--- config.mk ---
export PLATFORM = sky130hd
export DESIGN_NAME = interval_set_table
export DESIGN_NICKNAME = d
export VERILOG_FILES = /design/src/hdl/ist_pkg.sv /design/src/hdl/ist_ctrl.sv /design/src/hdl/ist_dp.sv /design/src/hdl/interval_set_table.sv
export SDC_FILE = /design/constraint.sdc
export NUM_CORES = 2
export LEC_CHECK = 0
export BUFFER_PORTS_ARGS = -buffer_cell sky130_fd_sc_hd__buf_4
export CORE_ASPECT_RATIO = 0.7
export CORE_MARGIN = 8
export CORE_UTILIZATION = 45
export DETAILED_ROUTE_END_ITERATION = 8
export HOLD_SLACK_MARGIN = 0.1
export PLACE_DENSITY = 0.64
export SLEW_MARGIN = 10
export SYNTH_ARGS = -nofsm -noshare
export SYNTH_HDL_FRONTEND = slang
export SYNTH_SLANG_ARGS = --single-unit
--- constraint.sdc ---
create_clock -name clk -period 17.5 [get_ports clk]
set_input_delay 3.5 -clock clk [delete_from_list [all_inputs] [get_ports clk]]
set_output_delay 3.5 -clock clk [all_outputs]
set_load 0.005 [all_outputs]
--- src/hdl/ist_pkg.sv ---
// Shared types and codes for the interval set table.
// Holds operation and status codes and the controller to datapath interface.
// No dependencies.
package ist_pkg;

  localparam logic [1:0] FUNC_ADD    = 2'd0;
  localparam logic [1:0] FUNC_REMOVE = 2'd1;
  localparam logic [1:0] FUNC_QUERY  = 2'd2;
  localparam logic [1:0] FUNC_NONE   = 2'd3;

  localparam logic [1:0] ST_OK    = 2'd0;
  localparam logic [1:0] ST_FULL  = 2'd1;
  localparam logic [1:0] ST_EMPTY = 2'd2;

  typedef struct packed {
    logic load;
    logic walk;
    logic flush;
    logic finish;
  } ist_cmd_t;

  typedef struct packed {
    logic bypass;
    logic need_walk;
    logic last_entry;
    logic flush_more;
  } ist_sts_t;

  typedef struct packed {
    logic       covered;
    logic [1:0] status;
    logic [4:0] interval_count;
  } ist_res_t;

endpackage

--- src/hdl/ist_ctrl.sv ---
// Controller of the interval set table: sequences load, table walk, flush and finish.
// Depends on ist_pkg for the command and status structs.
module ist_ctrl import ist_pkg::*; (
  input  logic     clk,
  input  logic     rst,
  input  logic     in_valid,
  input  logic     out_free,
  input  ist_sts_t sts,
  output logic     in_ready,
  output ist_cmd_t cmd
);

  typedef enum logic [3:0] {
    S_IDLE  = 4'b0001,
    S_WALK  = 4'b0010,
    S_FLUSH = 4'b0100,
    S_DONE  = 4'b1000
  } state_t;

  state_t state, state_next;

  always_ff @(posedge clk) begin
    if (rst) begin
      state <= S_IDLE;
    end else begin
      state <= state_next;
    end
  end

  always_comb begin
    state_next = state;
    cmd        = '0;
    in_ready   = 1'b0;
    unique case (state)
      S_IDLE: begin
        in_ready = 1'b1;
        if (in_valid) begin
          cmd.load = 1'b1;
          if (sts.bypass) begin
            state_next = S_DONE;
          end else if (sts.need_walk) begin
            state_next = S_WALK;
          end else begin
            state_next = S_FLUSH;
          end
        end
      end
      S_WALK: begin
        cmd.walk = 1'b1;
        if (sts.last_entry) begin
          state_next = S_FLUSH;
        end
      end
      S_FLUSH: begin
        cmd.flush = 1'b1;
        if (!sts.flush_more) begin
          state_next = S_DONE;
        end
      end
      S_DONE: begin
        if (out_free) begin
          cmd.finish = 1'b1;
          state_next = S_IDLE;
        end
      end
      default: begin
        state_next = S_IDLE;
      end
    endcase
  end

endmodule

--- src/hdl/ist_dp.sv ---
// Datapath of the interval set table: two table banks, walk registers and merge logic.
// The old table is read from one bank while the new one is written to the other.
// Depends on ist_pkg for codes and the command, status and result structs.
module ist_dp import ist_pkg::*; #(
  parameter int MaxIntervals = 16
) (
  input  logic        clk,
  input  logic        rst,
  input  ist_cmd_t    cmd,
  input  logic [1:0]  func,
  input  logic [31:0] range_lo,
  input  logic [31:0] range_hi,
  output ist_sts_t    sts,
  output ist_res_t    res
);

  localparam int IW = $clog2(MaxIntervals);
  localparam int CW = $clog2(MaxIntervals + 2);

  logic [31:0] mem_s [2][MaxIntervals];
  logic [31:0] mem_e [2][MaxIntervals];
  logic [31:0] rd_s [2];
  logic [31:0] rd_e [2];

  logic [1:0]    op;
  logic          empty;
  logic [31:0]   lo, hi, lo_next, hi_next;
  logic          placed, placed_next;
  logic          hit, hit_next;
  logic [IW-1:0] idx, rd_addr;
  logic [CW-1:0] k, count, count_after;
  logic          bank_sel;
  logic          pend_valid, pend_valid_next;
  logic [31:0]   pend_s, pend_e, pend_s_next, pend_e_next;

  logic [31:0] s, e;
  logic        n1_v, n2_v;
  logic [31:0] n1_s, n1_e, n2_s, n2_e;
  logic        w_v, wr_en;
  logic [31:0] w_s, w_e;
  logic        full, commit;
  logic [31:0] count_ext;

  assign rd_addr = cmd.walk ? idx + IW'(1) : '0;

  always_ff @(posedge clk) begin
    if (wr_en) begin
      mem_s[~bank_sel][k[IW-1:0]] <= w_s;
      mem_e[~bank_sel][k[IW-1:0]] <= w_e;
    end
    rd_s[0] <= mem_s[0][rd_addr];
    rd_e[0] <= mem_e[0][rd_addr];
    rd_s[1] <= mem_s[1][rd_addr];
    rd_e[1] <= mem_e[1][rd_addr];
  end

  assign s = bank_sel ? rd_s[1] : rd_s[0];
  assign e = bank_sel ? rd_e[1] : rd_e[0];

  always_comb begin
    n1_v = 1'b0;
    n1_s = s;
    n1_e = e;
    n2_v = 1'b0;
    n2_s = s;
    n2_e = e;
    lo_next = lo;
    hi_next = hi;
    placed_next = placed;
    hit_next = hit;
    if (cmd.walk) begin
      case (op)
        FUNC_ADD: begin
          if (!placed && s > hi) begin
            n1_v = 1'b1;
            n1_s = lo;
            n1_e = hi;
            n2_v = 1'b1;
            placed_next = 1'b1;
          end else if (placed || e < lo) begin
            n1_v = 1'b1;
          end else begin
            if (s < lo) lo_next = s;
            if (e > hi) hi_next = e;
          end
        end
        FUNC_REMOVE: begin
          if (e <= lo || s >= hi) begin
            n1_v = 1'b1;
          end else begin
            n1_v = (s < lo) || (e > hi);
            n2_v = (s < lo) && (e > hi);
            n2_s = hi;
            if (s < lo) begin
              n1_e = lo;
            end else begin
              n1_s = hi;
            end
          end
        end
        FUNC_QUERY: begin
          if (s <= lo && e >= hi) hit_next = 1'b1;
        end
        default: begin
        end
      endcase
    end else if (cmd.flush) begin
      if (op == FUNC_ADD && !placed) begin
        n1_v = 1'b1;
        n1_s = lo;
        n1_e = hi;
        placed_next = 1'b1;
      end
    end
  end

  always_comb begin
    if (pend_valid) begin
      w_v = 1'b1;
      w_s = pend_s;
      w_e = pend_e;
      pend_valid_next = n1_v;
      pend_s_next = n1_s;
      pend_e_next = n1_e;
    end else begin
      w_v = n1_v;
      w_s = n1_s;
      w_e = n1_e;
      pend_valid_next = n2_v;
      pend_s_next = n2_s;
      pend_e_next = n2_e;
    end
  end

  assign wr_en = w_v && (k < CW'(MaxIntervals));

  assign full   = k > CW'(MaxIntervals);
  assign commit = (op == FUNC_ADD || op == FUNC_REMOVE) && !empty && !full;
  assign count_after = commit ? k : count;
  assign count_ext = 32'(count_after);

  always_ff @(posedge clk) begin
    if (rst) begin
      bank_sel   <= 1'b0;
      count      <= '0;
      pend_valid <= 1'b0;
    end else begin
      if (cmd.load) begin
        op     <= func;
        empty  <= (func != FUNC_NONE) && (range_lo >= range_hi);
        lo     <= range_lo;
        hi     <= range_hi;
        placed <= 1'b0;
        hit    <= 1'b0;
        idx    <= '0;
        k      <= '0;
        pend_valid <= 1'b0;
      end else if (cmd.walk || cmd.flush) begin
        lo     <= lo_next;
        hi     <= hi_next;
        placed <= placed_next;
        hit    <= hit_next;
        k      <= k + CW'(w_v);
        pend_valid <= pend_valid_next;
        pend_s <= pend_s_next;
        pend_e <= pend_e_next;
        if (cmd.walk) idx <= idx + IW'(1);
      end
      if (cmd.finish && commit) begin
        bank_sel <= ~bank_sel;
        count    <= k;
      end
    end
  end

  always_comb begin
    sts.bypass     = (func == FUNC_NONE) || (range_lo >= range_hi) ||
                     ((count == '0) && (func != FUNC_ADD));
    sts.need_walk  = (count != '0);
    sts.last_entry = (CW'(idx) == count - CW'(1));
    sts.flush_more = pend_valid_next || (op == FUNC_ADD && !placed_next);
  end

  always_comb begin
    res.covered = (op == FUNC_QUERY) && !empty && hit;
    if (empty) begin
      res.status = ST_EMPTY;
    end else if ((op == FUNC_ADD || op == FUNC_REMOVE) && full) begin
      res.status = ST_FULL;
    end else begin
      res.status = ST_OK;
    end
    res.interval_count = count_ext[4:0];
  end

endmodule

--- src/hdl/interval_set_table.sv ---
// Top level of the interval set table: controller, datapath and result register.
// Depends on ist_pkg, ist_ctrl and ist_dp.
//
// Keeps a sorted table of disjoint half-open intervals [lo, hi) over 32-bit
// coordinates. Each input item carries func (add, remove, query) and a range.
// Each item yields exactly one result item with covered, status and the
// number of stored intervals after the operation.
// Both channels use valid and ready. in_ready is high only while no item is
// in progress. An item with an empty range or an unused func code, and a
// remove or query on an empty table, skips the walk and the flush. Other
// items walk the stored table one entry per cycle on the single read port
// of the current bank. The new table is built in the other bank and takes
// effect by a bank swap, so a refused operation leaves the table unchanged.
// The result register holds a result until out_ready; the next item may be
// accepted meanwhile, and its finish waits until the register is free.
// Reset empties the table at once and clears out_valid and the pending entry.
module interval_set_table import ist_pkg::*; #(
  parameter int MAX_INTERVALS = 16
) (
  input  logic        clk,
  input  logic        rst,
  input  logic        in_valid,
  output logic        in_ready,
  input  logic [1:0]  func,
  input  logic [31:0] range_lo,
  input  logic [31:0] range_hi,
  output logic        out_valid,
  input  logic        out_ready,
  output logic        covered,
  output logic [1:0]  status,
  output logic [4:0]  interval_count
);

  ist_cmd_t cmd;
  ist_sts_t sts;
  ist_res_t res;
  logic     out_free;

  assign out_free = !out_valid || out_ready;

  ist_ctrl u_ctrl (
    .clk      (clk),
    .rst      (rst),
    .in_valid (in_valid),
    .out_free (out_free),
    .sts      (sts),
    .in_ready (in_ready),
    .cmd      (cmd)
  );

  ist_dp #(
    .MaxIntervals (MAX_INTERVALS)
  ) u_dp (
    .clk      (clk),
    .rst      (rst),
    .cmd      (cmd),
    .func     (func),
    .range_lo (range_lo),
    .range_hi (range_hi),
    .sts      (sts),
    .res      (res)
  );

  always_ff @(posedge clk) begin
    if (rst) begin
      out_valid <= 1'b0;
    end else begin
      if (cmd.finish) begin
        out_valid <= 1'b1;
      end else if (out_ready) begin
        out_valid <= 1'b0;
      end
    end
  end

  always_ff @(posedge clk) begin
    if (cmd.finish) begin
      covered        <= res.covered;
      status         <= res.status;
      interval_count <= res.interval_count;
    end
  end

`ifndef SYNTHESIS
  assert property (@(posedge clk) disable iff (rst)
    (in_valid && in_ready) |=> !in_ready)
    else $error("Block accepted an item while another was in progress.");

  assert property (@(posedge clk) disable iff (rst)
    (out_valid && covered) |-> (status == ST_OK))
    else $error("Covered result carries a non-ok status.");

  assert property (@(posedge clk) disable iff (rst)
    out_valid |-> (32'(interval_count) <= MAX_INTERVALS))
    else $error("Reported interval count exceeds the table capacity.");

  assert property (@(posedge clk) disable iff (rst)
    (out_valid && !out_ready) |=> out_valid)
    else $error("Result was dropped before it was taken.");
`endif

endmodule
==> impl_metrics.py <==
metrics = {
    "cells_and_area": {
        "final_common_cell": "edfxtp_1",
        "fin_cells": 9524,
        "drive_gt1_share_pct": 16.3,
        "area_growth_pct": 11.4,
        "final_core_util_pct": 50.3,
        "nets": 6667,
        "layout_common_cells": "edfxtp_1, nand2_1, mux4_2, a211oi_1, a31oi_1",
    },
    "sta": {
        "slew_viol_final": 0,
        "max-slew-margin-rel_pct": 8.64,
        "hold_viol": 0,
        "fin_skew_ps": 74.1,
        "setup_viol": 0,
        "fin_ws_ps": 8920,
        "fin_tns_setup_ps": 0,
        "fin_crit_ps": 8580,
        "finalCritPeriodShare_pct": 49.1,
        "rsz0062_at_grt": "false",
        "fmax_ghz": 0.116,
        "tightest_slew_ps": 1360,
    },
    "clocking": {
        "cts_tree": "done",
        "holdBufCountCts": 0,
        "post_cts_buffers": 0,
        "insertion_delay_ps": 880,
        "cts_buffers": 213,
        "cts.sinks": 2338,
        "cts_resized": 0,
        "clk_path_buf_depth": 4,
        "cts_root_buffer": "clkbuf_16",
        "clk_pin_slew_worst_paths_ps": 60,
        "cts_max_level": 4,
    },
    "place": {
        "place_hpwl_um": 170000,
        "place_congestion": 0.926,
        "dp.cells": 9138,
        "port_buffers": 79,
        "preCtsSetupSlack_ps": 9150,
    },
    "floorplan": {
        "ioPinCount": 80,
        "die_w_um": 576,
        "die-area_um2": 235000,
        "fp.dieH_um": 408,
        "core_area_um2": 219000,
        "start_util_pct": 45.1,
        "row_count": 144,
    },
    "drt": {
        "finalWirelength_um": 284000,
        "ant_nets": 0,
        "first_iter_violations": 7636,
        "drtPass1Iterations": 8,
        "drc": 0,
        "avgRoutedWirePerCell_um": 29.8,
        "vias": 58534,
        "viasPerCell": 6.15,
    },
    "worst_setup_path": {
        "r2r-start": "u_dp.bank_sel$_SDFFE_PP0P_",
        "path_buf_inv": 4,
        "path_common_cell": "buf_4",
        "path_max_fanout": 44,
        "rr_worst_depth": 15,
        "cp.arrival_ps": 9040,
        "end_kind": "flop",
        "crit_type": "flop to flop",
        "critPathMaxStageDelay_ps": 1020,
        "crit_family": "simple AND/OR/NAND/NOR gates",
        "cp-start-kind": "flop",
        "r2r-end": "u_dp.mem_e[0][232]$_DFFE_PP_",
        "required_ps": 17960,
        "crit_path_cell_trace": "buf_4 > buf_4 > mux2i_1 > inv_1 > ha_1 > nand4_1 > nor4_1 > nand3_1 > o21bai_1 > a31oi_1 > nor4_1 > o2111ai_2 > nand2_1 > nor2_4 > buf_4",
        "regToRegSetupSlack_ps": 8920,
        "slowest_stage": "nor4_1",
    },
    "pwr": {
        "power_density_nw_per_um2": 101,
        "p_leak_nw": 35.0,
        "vdd.ir_drop.worst_v": 0.0000876,
        "power_mw": 11.2,
    },
    "grt": {
        "grt_pass1_vias": 56059,
        "grt_util_all_layers_pct": 23.5,
        "overflow": 0,
        "grt_max_degree": 174,
        "grt_pass1_wl_um": 408000,
        "antenna_found_initial": 11,
    },
    "synthesis": {
        "synthSimpleGateAreaFrac_pct": 8.09,
        "synth_compound_area_share_pct": 7.89,
        "synthMuxAreaShare_pct": 9.88,
        "syn-mean-instance-area_um2": 15.4,
        "synthAdderAreaFrac_pct": 2.08,
        "ys_ff_latch": 2338,
        "syn-cell-area_um2": 99000,
        "synth-seq-area-share_pct": 69.5,
        "synth_nets": 6658,
        "yosysWarnings": 0,
        "synth_top_family_by_area": "multiplexers",
        "synth_xor_area_share_pct": 0.106,
        "synthCells": 6424,
        "synth_flop_cell": "edfxtp_1",
        "synth.distinct_cells": 84,
        "ys_async_sr_fraction_pct": 0,
        "synth-edff-count": 2198,
    },
    "min_path": {
        "worstHoldStart": "out_valid$_SDFFE_PP0P_",
        "min_path_cells": 2,
        "holdCritPathClass": "flop to flop",
        "hold_end": "out_valid$_SDFFE_PP0P_",
    },
    "flow_run": {
        "drv_cap": 0,
    },
    "outcome": {
        "status": "finished, final reports clean",
    },
}
==> cell usage after synthesis (9+ instances only) <==
cell | instances | share of area [%]
a211oi_1 | 307 | 2.3
o22ai_1 | 35 | 0.22
mux2_2 | 26 | 0.30
edfxtp_1 | 2198 | 67
nand3_1 | 34 | 0.17
a21o_1 | 25 | 0.19
ha_1 | 164 | 2.1
and2_1 | 263 | 1.7
nand2b_1 | 261 | 1.7
o21ai_0 | 69 | 0.35
buf_4 | 9 | 0.068
mux4_2 | 384 | 8.7
o21ai_1 | 14 | 0.071
nor3_1 | 56 | 0.28
o221ai_1 | 10 | 0.089
clkbuf_1 | 290 | 1.1
nor2_1 | 309 | 1.2
buf_1 | 27 | 0.10
a22oi_1 | 53 | 0.40
nand2_1 | 648 | 2.5
buf_2 | 96 | 0.49
nand4_1 | 44 | 0.28
inv_1 | 163 | 0.62
dfxtp_1 | 140 | 2.8
a21oi_1 | 197 | 1.0
o32ai_1 | 21 | 0.19
a31oi_1 | 304 | 1.9
mux2i_1 | 79 | 0.80
o211ai_1 | 57 | 0.43
==> registers in the layout, indices dropped and copies added (netlist names), 2 cells and up <==
signal	cells
u_dp.pend_s	32
u_dp.pend_e	32
u_dp.mem_s	1024
u_dp.rd_e	64
u_dp.count	5
u_dp.lo	32
u_dp.op	2
interval_count	5
status	2
u_dp.k	5
u_ctrl.state	4
u_dp.idx	4
u_dp.rd_s	64
u_dp.hi	32
u_dp.mem_e	1024
==> worst reg2reg max path: stages, from the launching register on <==
cell,delay (ps)
dfxtp_4,730
buf_4,560
buf_4,580
mux2i_1,340
inv_1,170
ha_1,330
nand4_1,170
nor4_1,1020
nand3_1,290
o21bai_1,250
a31oi_1,310
nor4_1,150
o2111ai_2,740
nand2_1,730
nor2_4,900
buf_4,820
==> metrics by stage <==
step | hold WS [ps] | instance area, um^2
2_1_floorplan | 488 | 99000
3_3_place_gp | 498 | 103000
3_5_place_dp | 518 | 103000
4_1_cts | 527 | 110000
5_1_grt | 577 | 110000
6_report | 528 | 110000
==> routing by layer <==
| metal | global-route usage (%) | vias to the layer above | wire, um |
|---|---|---|---|
| met5 | 0 | - | 0 |
| met4 | 5.86 | 0 | 7330 |
| met3 | 4.57 | 393 | 27300 |
| met1 | 35.4 | 30074 | 124000 |
| met2 | 35.1 | 3069 | 125000 |
| li1 | - | 24998 | - |
==> worst max-delay path by stage <==
| stage | endpoint | depth (start not counted) | slack [ps] | startpoint |
|---|---|---|---|---|
| 2_1_floorplan | u_dp.mem_e[0][100]$_DFFE_PP_ | 14 | 6690 | u_dp.bank_sel$_SDFFE_PP0P_ |
| 3_5_place_dp | u_dp.mem_s[0][204]$_DFFE_PP_ | 15 | 9150 | u_dp.bank_sel$_SDFFE_PP0P_ |
| 5_1_grt | u_dp.mem_s[0][303]$_DFFE_PP_ | 15 | 8700 | u_dp.bank_sel$_SDFFE_PP0P_ |
| 6_report | u_dp.mem_e[0][232]$_DFFE_PP_ | 15 | 8920 | u_dp.bank_sel$_SDFFE_PP0P_ |
| 4_1_cts | u_dp.mem_s[0][207]$_DFFE_PP_ | 15 | 9140 | u_dp.bank_sel$_SDFFE_PP0P_ |
| 3_3_place_gp | u_dp.mem_s[0][300]$_DFFE_PP_ | 15 | 9350 | u_dp.bank_sel$_SDFFE_PP0P_ |
==> cell families after synthesis <==
logic type / count (synthesis)
multiplexers: 493
adder cells (fa/ha/maj): 165
AO/OA/AOI/OAI: 1164
AND/OR/NAND/NOR: 1663
flip-flops: 2338
XOR/XNOR: 12
buffers and inverters: 589
==> cell type report <==
type	count	area, um^2
fillers	17916	109000
repair buffers	219	1770
multi-input cells	3497	28600
clock buffers	291	5970
well taps	2920	3650
diodes	5	12.5
clock inverters	90	877
flip-flops and latches	2338	68800
inverters	164	617
==> report_power, final <==
group	internal [mW]	total [mW]	leakage [nW]	switching (mW)
clock network	2.61	4.66	3.36	2.06
registers	6.09	6.10	21.0	0.0186
logic	0.122	0.399	10.6	0.277
(Power assumes the default switching activity.)
